[src/rtl/mrd_pkg.sv]
// Shared types, constants and the CRC-16 byte update for the Modbus RTU
// response deframer. No dependencies.
package mrd_pkg;

  localparam int unsigned MAX_PDU_BYTES = 64;
  localparam int unsigned LEN_W = 7;
  localparam int unsigned IDX_W = 6;
  localparam logic [15:0] CRC_POLY = 16'hA001;
  localparam logic [15:0] CRC_INIT = 16'hFFFF;
  localparam logic [LEN_W-1:0] LEN_MIN = LEN_W'(1);
  localparam logic [LEN_W-1:0] LEN_MAX = LEN_W'(MAX_PDU_BYTES);

  typedef struct packed {
    logic       frame_start;
    logic [7:0] rx_byte;
  } in_item_t;

  typedef struct packed {
    logic [7:0]       pdu_byte;
    logic             pdu_valid;
    logic [IDX_W-1:0] pdu_index;
    logic             frame_complete;
    logic             crc_match;
  } result_t;

  // Reflected CRC-16, one byte, bit by bit.
  function automatic logic [15:0] crc_add_byte(input logic [15:0] crc_in,
                                               input logic [7:0] b);
    logic [15:0] c;
    c = crc_in ^ {8'h00, b};
    for (int k = 0; k < 8; k++) begin
      if (c[0]) begin
        c = (c >> 1) ^ CRC_POLY;
      end else begin
        c = c >> 1;
      end
    end
    return c;
  endfunction

endpackage

[src/rtl/mrd_in_reg.sv]
// Input register of the deframer: holds one accepted item until the core
// takes it. Depends on mrd_pkg.
module mrd_in_reg
  import mrd_pkg::*;
(
  input  logic     clk,
  input  logic     rst,
  input  logic     in_valid,
  output logic     in_ready,
  input  in_item_t in_item,
  input  logic     advance,
  output logic     held_valid,
  output in_item_t held_item
);

  logic load;

  assign in_ready = !held_valid || advance;
  assign load     = in_valid && in_ready;

  always_ff @(posedge clk) begin
    if (rst) begin
      held_valid <= 1'b0;
    end else if (load) begin
      held_valid <= 1'b1;
    end else if (advance) begin
      held_valid <= 1'b0;
    end
  end

  always_ff @(posedge clk) begin
    if (load) begin
      held_item <= in_item;
    end
  end

endmodule

[src/rtl/mrd_core.sv]
// Frame tracking core: length register, CRC accumulator, byte position and
// the result of one byte. Depends on mrd_pkg.
module mrd_core
  import mrd_pkg::*;
(
  input  logic             clk,
  input  logic             rst,
  input  logic             cfg_wen,
  input  logic [LEN_W-1:0] cfg_wdata,
  input  logic             advance,
  input  in_item_t         item,
  output result_t          result
);

  logic [LEN_W-1:0] pdu_length;
  logic [15:0]      crc;
  logic [LEN_W-1:0] byte_position;
  logic [7:0]       received_crc_low;

  logic [15:0]      crc_next;
  logic [LEN_W-1:0] byte_position_next;
  logic [7:0]       received_crc_low_next;
  logic [LEN_W-1:0] len;
  logic [15:0]      crc_base;
  logic [LEN_W-1:0] pos;
  logic [15:0]      crc_upd;

  always_ff @(posedge clk) begin
    if (rst) begin
      pdu_length <= LEN_MIN;
    end else if (cfg_wen) begin
      pdu_length <= cfg_wdata;
    end
  end

  always_comb begin
    if (pdu_length < LEN_MIN) begin
      len = LEN_MIN;
    end else if (pdu_length > LEN_MAX) begin
      len = LEN_MAX;
    end else begin
      len = pdu_length;
    end
  end

  assign crc_base = item.frame_start ? CRC_INIT : crc;
  assign pos      = item.frame_start ? '0 : byte_position;
  assign crc_upd  = crc_add_byte(crc_base, item.rx_byte);

  always_comb begin
    crc_next              = crc_base;
    byte_position_next    = pos;
    received_crc_low_next = received_crc_low;
    result                = '0;
    priority if (pos == '0) begin
      crc_next           = crc_upd;
      byte_position_next = LEN_W'(1);
    end else if (pos <= len) begin
      crc_next           = crc_upd;
      result.pdu_byte    = item.rx_byte;
      result.pdu_valid   = 1'b1;
      result.pdu_index   = IDX_W'(pos - LEN_W'(1));
      byte_position_next = pos + LEN_W'(1);
    end else if (pos == len + LEN_W'(1)) begin
      received_crc_low_next = item.rx_byte;
      byte_position_next    = pos + LEN_W'(1);
    end else if (pos == len + LEN_W'(2)) begin
      result.frame_complete = 1'b1;
      result.crc_match      = (received_crc_low == crc_base[7:0]) &&
                              (item.rx_byte == crc_base[15:8]);
      byte_position_next    = pos + LEN_W'(1);
    end else begin
      byte_position_next = pos;
    end
  end

  always_ff @(posedge clk) begin
    if (rst) begin
      crc              <= CRC_INIT;
      byte_position    <= '0;
      received_crc_low <= '0;
    end else if (advance) begin
      crc              <= crc_next;
      byte_position    <= byte_position_next;
      received_crc_low <= received_crc_low_next;
    end
  end

endmodule

[src/rtl/mrd_out_reg.sv]
// Result register of the deframer: holds one result until the receiver
// takes it. Depends on mrd_pkg.
module mrd_out_reg
  import mrd_pkg::*;
(
  input  logic    clk,
  input  logic    rst,
  input  logic    load,
  input  result_t result,
  output logic    slot_free,
  output logic    out_valid,
  input  logic    out_ready,
  output result_t held
);

  assign slot_free = !out_valid || out_ready;

  always_ff @(posedge clk) begin
    if (rst) begin
      out_valid <= 1'b0;
    end else if (load) begin
      out_valid <= 1'b1;
    end else if (out_ready) begin
      out_valid <= 1'b0;
    end
  end

  always_ff @(posedge clk) begin
    if (load) begin
      held <= result;
    end
  end

endmodule

[src/rtl/modbus_rtu_response_deframer_top.sv]
// Modbus RTU response deframer with CRC-16 check, top level.
// Usage:
//   s_axis carries received frame bytes; tuser set marks the address byte
//   of a new frame. Every accepted byte yields exactly one item on m_axis:
//   the PDU byte and its index (tuser[0] set when the byte lies in the PDU),
//   or, on the last CRC byte, tlast with tuser[1] giving the CRC result.
//   The address byte, the first CRC byte and bytes after the frame end yield all-zero items.
//   cfg_wen/cfg_wdata set the PDU length (1..64, out-of-range values are
//   clamped); write it only while the block is idle.
// Timing:
//   One byte per cycle sustained while the receiver takes every result. A
//   byte is held in an input register, then the CRC update and position
//   logic run combinationally from it into the result register, where the
//   receiver takes it.
//   When the receiver stalls, the result register holds and the input
//   register still takes one more byte; s_axis_tready drops after that.
// Reset:
//   rst clears both registers, the CRC to 0xFFFF, the byte count to zero
//   and the PDU length to 1.
// Depends on mrd_pkg, mrd_in_reg, mrd_core, mrd_out_reg.
module modbus_rtu_response_deframer_top
  import mrd_pkg::*;
(
  input  logic             clk,
  input  logic             rst,
  input  logic             cfg_wen,
  input  logic [LEN_W-1:0] cfg_wdata,
  input  logic             s_axis_tvalid,
  output logic             s_axis_tready,
  input  logic [7:0]       s_axis_tdata,  // [7:0] rx_byte
  input  logic             s_axis_tuser,  // [0] frame_start
  output logic             m_axis_tvalid,
  input  logic             m_axis_tready,
  output logic [15:0]      m_axis_tdata,  // [7:0] pdu_byte, [13:8] pdu_index, rest 0
  output logic [1:0]       m_axis_tuser,  // [0] pdu_valid, [1] crc_match
  output logic             m_axis_tlast   // frame_complete
);

  in_item_t in_item;
  in_item_t held_item;
  logic     held_valid;
  logic     slot_free;
  logic     advance;
  result_t  result;
  result_t  out_item;

  assign in_item.rx_byte     = s_axis_tdata;
  assign in_item.frame_start = s_axis_tuser;
  assign advance             = held_valid && slot_free;

  mrd_in_reg u_in_reg (
    .clk        (clk),
    .rst        (rst),
    .in_valid   (s_axis_tvalid),
    .in_ready   (s_axis_tready),
    .in_item    (in_item),
    .advance    (advance),
    .held_valid (held_valid),
    .held_item  (held_item)
  );

  mrd_core u_core (
    .clk       (clk),
    .rst       (rst),
    .cfg_wen   (cfg_wen),
    .cfg_wdata (cfg_wdata),
    .advance   (advance),
    .item      (held_item),
    .result    (result)
  );

  mrd_out_reg u_out_reg (
    .clk       (clk),
    .rst       (rst),
    .load      (advance),
    .result    (result),
    .slot_free (slot_free),
    .out_valid (m_axis_tvalid),
    .out_ready (m_axis_tready),
    .held      (out_item)
  );

  assign m_axis_tdata = {2'b00, out_item.pdu_index, out_item.pdu_byte};
  assign m_axis_tuser = {out_item.crc_match, out_item.pdu_valid};
  assign m_axis_tlast = out_item.frame_complete;

endmodule

[config.mk]
export PLATFORM = sky130hd
export DESIGN_NAME = modbus_rtu_response_deframer_top
export DESIGN_NICKNAME = d
export VERILOG_FILES = /design/src/rtl/mrd_pkg.sv /design/src/rtl/mrd_in_reg.sv /design/src/rtl/mrd_core.sv /design/src/rtl/mrd_out_reg.sv /design/src/rtl/modbus_rtu_response_deframer_top.sv
export SDC_FILE = /design/constraint.sdc
export NUM_CORES = 1
export LEC_CHECK = 0
export ABC_AREA = 1
export BUFFER_PORTS_ARGS = -buffer_cell sky130_fd_sc_hd__buf_2
export CORE_MARGIN = 4
export CORE_UTILIZATION = 35
export CTS_CLUSTER_SIZE = 16
export DETAILED_ROUTE_END_ITERATION = 10
export SYNTH_ARGS = -nofsm -noshare
export SYNTH_HDL_FRONTEND = slang
export SYNTH_SLANG_ARGS = --single-unit
export TNS_END_PERCENT = 30
[constraint.sdc]
create_clock -name clk -period 3.3 [get_ports clk]
set_input_delay 0.165 -clock clk [delete_from_list [all_inputs] [get_ports clk]]
set_output_delay 0.165 -clock clk [all_outputs]
set_load 0.02 [all_outputs]
Word level (Yosys, flattened, before mapping) --
Cells that the tools add are included.
Word-level totals: register bits 66, latch bits 0, RAM bits 0, memory bits (read-only) 0, bits of input ports 21, output and inout port bits 21, word-level logic and storage cells 74, memories kept 0
Operators by class: add/subtract/negate cells 4, multiply operators 0, divide/modulo/power cells 0, order comparisons 3, equal/unequal tests 4, shifts and indexed selects 0, muxes and demuxes 24, bitwise gates (word level) 12, reduce and logical (&&, ||, !) cells 14
Operators with widths (count):
- $mux W16 | 11
- $mux W7 | 8
- $not A2 Y3 | 8
- $eq A8 B8 Y1 | 2
- $xor A16 B8 Y16 | 1
- $add A7 B1 Y7 const B | 2
- $eq A7 B7 Y1 | 2
- $add A7 B2 Y7 const B | 1
- $gt A7 B7 Y1 const B | 1
- $le A7 B7 Y1 | 1
- $logic_not A7 Y1 | 1
- $lt A7 B1 Y1 const B | 1
- $sub A6 B1 Y6 const B | 1
- $mux W1 | 4
- $reduce_and A4 Y1 | 1
- $reduce_bool A2 Y1 | 2
- $reduce_or A4 Y1 | 1
- $logic_and A1 B1 Y1 | 3
- $not A1 Y1 | 3
- $reduce_or A3 Y1 | 1
- $logic_not A1 Y1 | 2
- $logic_or A1 B1 Y1 | 2
- $mux W2 | 1
- $reduce_or A2 Y1 | 1

Longest topological paths before layout --
depth in word-level cells 20, gate-level depth with buffers 22, mapped depth without buffers 22

Modules after synthesis --
Synthesis repeated with hierarchy kept, for this count alone.
Second synthesis, totals: cell total of the unflattened synthesis 466, area total of the unflattened synthesis 3862.5 µm²
By module, submodules not included:
- mrd_core | times used 1, cells each 424, area an instance 2965.3 µm², seq. area each 760.7 µm²
- mrd_out_reg | times used 1, cells each 22, area an instance 553.0 µm², seq. area each 530.5 µm²
- mrd_in_reg | times used 1, cells each 15, area an instance 317.8 µm², seq. area each 290.3 µm²
- modbus_rtu_response_deframer_top | times used 1, cells each 5, area an instance 26.3 µm², seq. area each 0.0 µm²

Worst setup path after synthesis --
OpenSTA, ideal clock, no wires.
path kind reg2reg, from register, netlist name u_in_reg.held_item[8], to register u_core.crc[3], library setup time 0.136 ns, data arrival time 2.458 ns, required time 3.164 ns, setup slack 0.706 ns, stages on the path, launching flop included 15, period minus slack after synthesis 2.594 ns, path through edfxtp_1 -> buf_6 -> buf_4 -> nor2_1 -> inv_1 -> ha_1 -> o21ai_0 -> nand4_1 -> o211ai_1 -> nand2_1 -> nor2_1 -> clkinv_1 -> nand2_1 -> buf_4 -> o221ai_1
On the way: longest elaborated chain between the ends 12, elaborated cells on any way between the ends 15
RTL lines:
- $mux W16 | line mrd_core.sv:46 | assign crc_base = item.frame_start ? CRC_INIT : crc;
- $xor A16 B8 Y16 | line mrd_pkg.sv:30 | c = crc_in ^ {8'h00, b};
- $mux W16 (8 in a row) | line mrd_pkg.sv:32 | if (c[0]) begin
- $mux W16 | line mrd_core.sv:58 | end else if (pos <= len) begin
- $mux W16 * | line mrd_core.sv:55 | priority if (pos == '0) begin
- end signal, assigned | line mrd_core.sv:83 | crc <= crc_next;
- end, declared | line mrd_core.sv:16 | logic [15:0] crc;
Every way passes the cells marked *; elsewhere a longest branch is shown, timed or not. A chain may end at the register's enable or synchronous reset.

Final worst setup path --
from register, netlist name u_in_reg.held_item[8], to register u_core.received_crc_low[1]
On the way: longest elaborated chain between the ends 4, elaborated cells on any way between the ends 7
RTL lines:
- $mux W7 * | line mrd_core.sv:47 | assign pos = item.frame_start ? '0 : byte_position;
- $le A7 B7 Y1 or $logic_not A7 Y1 (tied branches) | line mrd_core.sv:58, mrd_core.sv:55
- $not A1 Y1 (no line)
- $reduce_and A4 Y1 (no line) *
- end signal, assigned | line mrd_core.sv:85 | received_crc_low <= received_crc_low_next;
- end, declared | line mrd_core.sv:18 | logic [7:0] received_crc_low;
Marked as above.

==> results.json <==
{
  "status": "complete, no violations",
  "end_kind": "register",
  "finalHoldViolCount": 0,
  "rsz0062_at_grt": "false",
  "clk_latency_ns": 0.36,
  "ir_drop_mv": 0.2134,
  "avgSynthCellArea_sq_um": 8.175,
  "finalSetupViolCount": 0,
  "path_clk_slew_ns": 0.09,
  "combPwrFrac_pct": 19.6,
  "cts_buffer_depth": 2,
  "place_area_sq_mm": 0.004247,
  "clock.fmax_ghz": 0.3394,
  "drt_iter0_drc": 220,
  "dieArea_sq_mm": 0.01297,
  "post-dp-hpwl_microns": 7298,
  "clock_sinks": 66,
  "num-nets-final": 563,
  "worstMarginPinSlew_ns": 0.5947,
  "crit_path_max_fanout": 16,
  "switching_power_w": 0.0006496,
  "cp_cell_sequence": "nor2_1, inv_1, ha_1, o21ai_0, nand4_1, o211ai_1, nand2_1, inv_1, nand2_2, nor2_4, o21ai_0, a21oi_1",
  "p_total_w": 0.002055,
  "dieHeight_microns": 113.9,
  "grt_pass1_vias": 3262,
  "place_inst": 651,
  "h-tree-depth": 3,
  "num_io_pins": 42,
  "startpoint_type": "register",
  "slowest_delay_ns": 0.51,
  "wl_per_cell_microns": 14.35,
  "power_density_mw_per_mm2": 452.9,
  "viasPerCell": 4.982,
  "port_buffers": 39,
  "drt_pass1_iterations": 5,
  "antenna_found_initial": 0,
  "area_growth_pct": 15.62,
  "ys_types": 42,
  "clock_tree.root_cell": "clkbuf_8",
  "instances_no_fill": 675,
  "fin_area_sq_mm": 0.004537,
  "period_share_pct": 89.29,
  "slowest_stage": "edfxtp_1",
  "grt_usage_pct": 15.64,
  "clkPwrFrac_pct": 35.1,
  "place_congestion": 0.9171,
  "core_area_sq_mm": 0.01089,
  "drv_slew": 0,
  "fin_setup_tns_ns": 0,
  "ant_nets": 0,
  "diodes": 0,
  "syn_inst": 480,
  "skew_ns": 0.01500,
  "relSlewSlack_pct": 60.31,
  "p_leak_nw": 1.922,
  "drive_above_1_share_pct": 19.25,
  "p_int_w": 0.001405,
  "required_ns": 3.59,
  "synth_ff_type": "dfxtp_1",
  "final_common_cell": "nand2_1",
  "die_x_microns": 113.9,
  "seq_area_frac_synth_pct": 40.31,
  "grt_remaining_overflow": 0,
  "vias": 3363,
  "synth_edf_count": 26,
  "max_cap_viol_count": 0,
  "switching_share_pct": 31.62,
  "final_cell_mix": "nand2_1 (81), nor2_1 (57), a21oi_1 (43)",
  "path_class": "register to register",
  "yosys_warnings": 0,
  "cts_buffers": 9,
  "arrival_ns": 3.24,
  "wl_microns": 9687,
  "syn_area_sq_mm": 0.003924,
  "row_count": 38,
  "initial_core_util_pct": 36.04,
  "synth_seq_cells": 66,
  "seqPwrFrac_pct": 45.3,
  "grt_max_degree": 25,
  "grt_pass1_wl_microns": 16120,
  "period_needed_ns": 2.947,
  "cts_tree": "yes",
  "min_path_type": "input pin to register",
  "post_cts_buffers": 0,
  "synthArstFlopShare_pct": 0,
  "drc": 0
}
power by group through the flow:
stage	combinational, W	sequential (W)	clock (W)
finish	0.000402	0.000931	0.000721
floorplan	0.000283	0.000960	0
detailed placement	0.000393	0.000949	0
CTS	0.000402	0.000930	0.000742
global route	0.000453	0.000936	0.000779
global placement	0.000388	0.000948	0
cell type report:
cell class | instances | area (sq um)
Clock inverter | 7 | 83.83
Tap cell | 140 | 175.2
Inverter | 50 | 190.2
Timing Repair Buffer | 52 | 312.8
Clock buffer | 9 | 123.9
Sequential cell | 66 | 1582
Multi-Input combinational cell | 351 | 2069
Fill cell | 1063 | 6351
final timing paths:
kind	from	to	slack, ns	cells past startpoint
setup / recovery	u_in_reg.held_item[8]	u_core.received_crc_low[1]	0.35	12
hold / removal	cfg_wdata[0]	u_core.pdu_length[0]	0.03	3
setup reg to reg	u_in_reg.held_item[8]	u_core.received_crc_low[1]	0.35	12
hold reg to reg	u_core.byte_position[1]	u_core.byte_position[1]	0.48	2
cell usage after synthesis, types with 5 or more instances:
cell type / n / share of area [%]
a21oi_1: 43 / 5.5
buf_4: 5 / 0.96
clkbuf_1: 5 / 0.48
dfxtp_1: 40 / 20
edfxtp_1: 26 / 20
ha_1: 12 / 3.8
inv_1: 41 / 3.9
inv_2: 6 / 0.57
nand2_1: 82 / 7.8
nand2_2: 6 / 0.96
nand3_1: 35 / 4.5
nor2_1: 57 / 5.5
nor2_4: 8 / 2.3
o21ai_0: 25 / 3.2
o221ai_1: 11 / 2.5
xnor2_1: 13 / 2.9
xor2_1: 16 / 3.6
xor2_2: 5 / 2.1
repair_timing:
item	CTS	global route
gates resized for setup	0	1
endpoints found under the hold margin	8	0
endpoints found under the setup margin	0	14
hold buffers	8	0
metrics by stage:
stage	setup WS, ns	hold slack (ns)	util, %
final	0.3534	0.03045	41.67
after global routing	0.003873	0.02529	41.67
after CTS	0.3234	0.02042	41.65
after detailed placement	0.3519	0.3431	39.00
after global placement	0.4443	0.3411	39.00
after floorplan	0.7058	0.2639	-
registers in the layout (all words and copies together), names as in the netlist:
name	cells
u_core.received_crc_low	8
u_in_reg.held_valid	1
u_core.crc	16
u_out_reg.out_valid	1
u_core.pdu_length	7
u_in_reg.held_item	9
u_out_reg.held	17
u_core.byte_position	7
routing by layer:
metal  routed length [microns]  vias to the layer above  global-route usage (%)  share of wire, %
li1                          -                     1708                       -                 -
met1                      4612                     1539                   21.31                48
met2                      4426                      102                   25.09                46
met3                       499                       14                   2.387               5.2
met4                       149                        0                   5.938               1.5
met5                         0                        -                       0                 0
cell families after synthesis:
| logic type | count (synthesis) | share of synthesized area [%] |
|---|---|---|
| XOR/XNOR | 36 | 9.662 |
| adder cells (fa/ha/maj) | 12 | 3.826 |
| other | 1 | 0.09557 |
| buffers and inverters | 64 | 7.111 |
| AND/OR/NAND/NOR | 209 | 25.22 |
| AO/OA/AOI/OAI | 92 | 13.78 |
| flip-flops | 66 | 40.31 |
critical path: cells and delay by family, from the launching register on:
family | cells | cell delay [ns]
AND/OR/NAND/NOR | 5 | 1.22
AO/OA/AOI/OAI | 4 | 0.59
flip-flops | 1 | 0.51
buffers and inverters | 2 | 0.31
adder cells (fa/ha/maj) | 1 | 0.25
No activity file was read; power rests on OpenSTA's default activity.
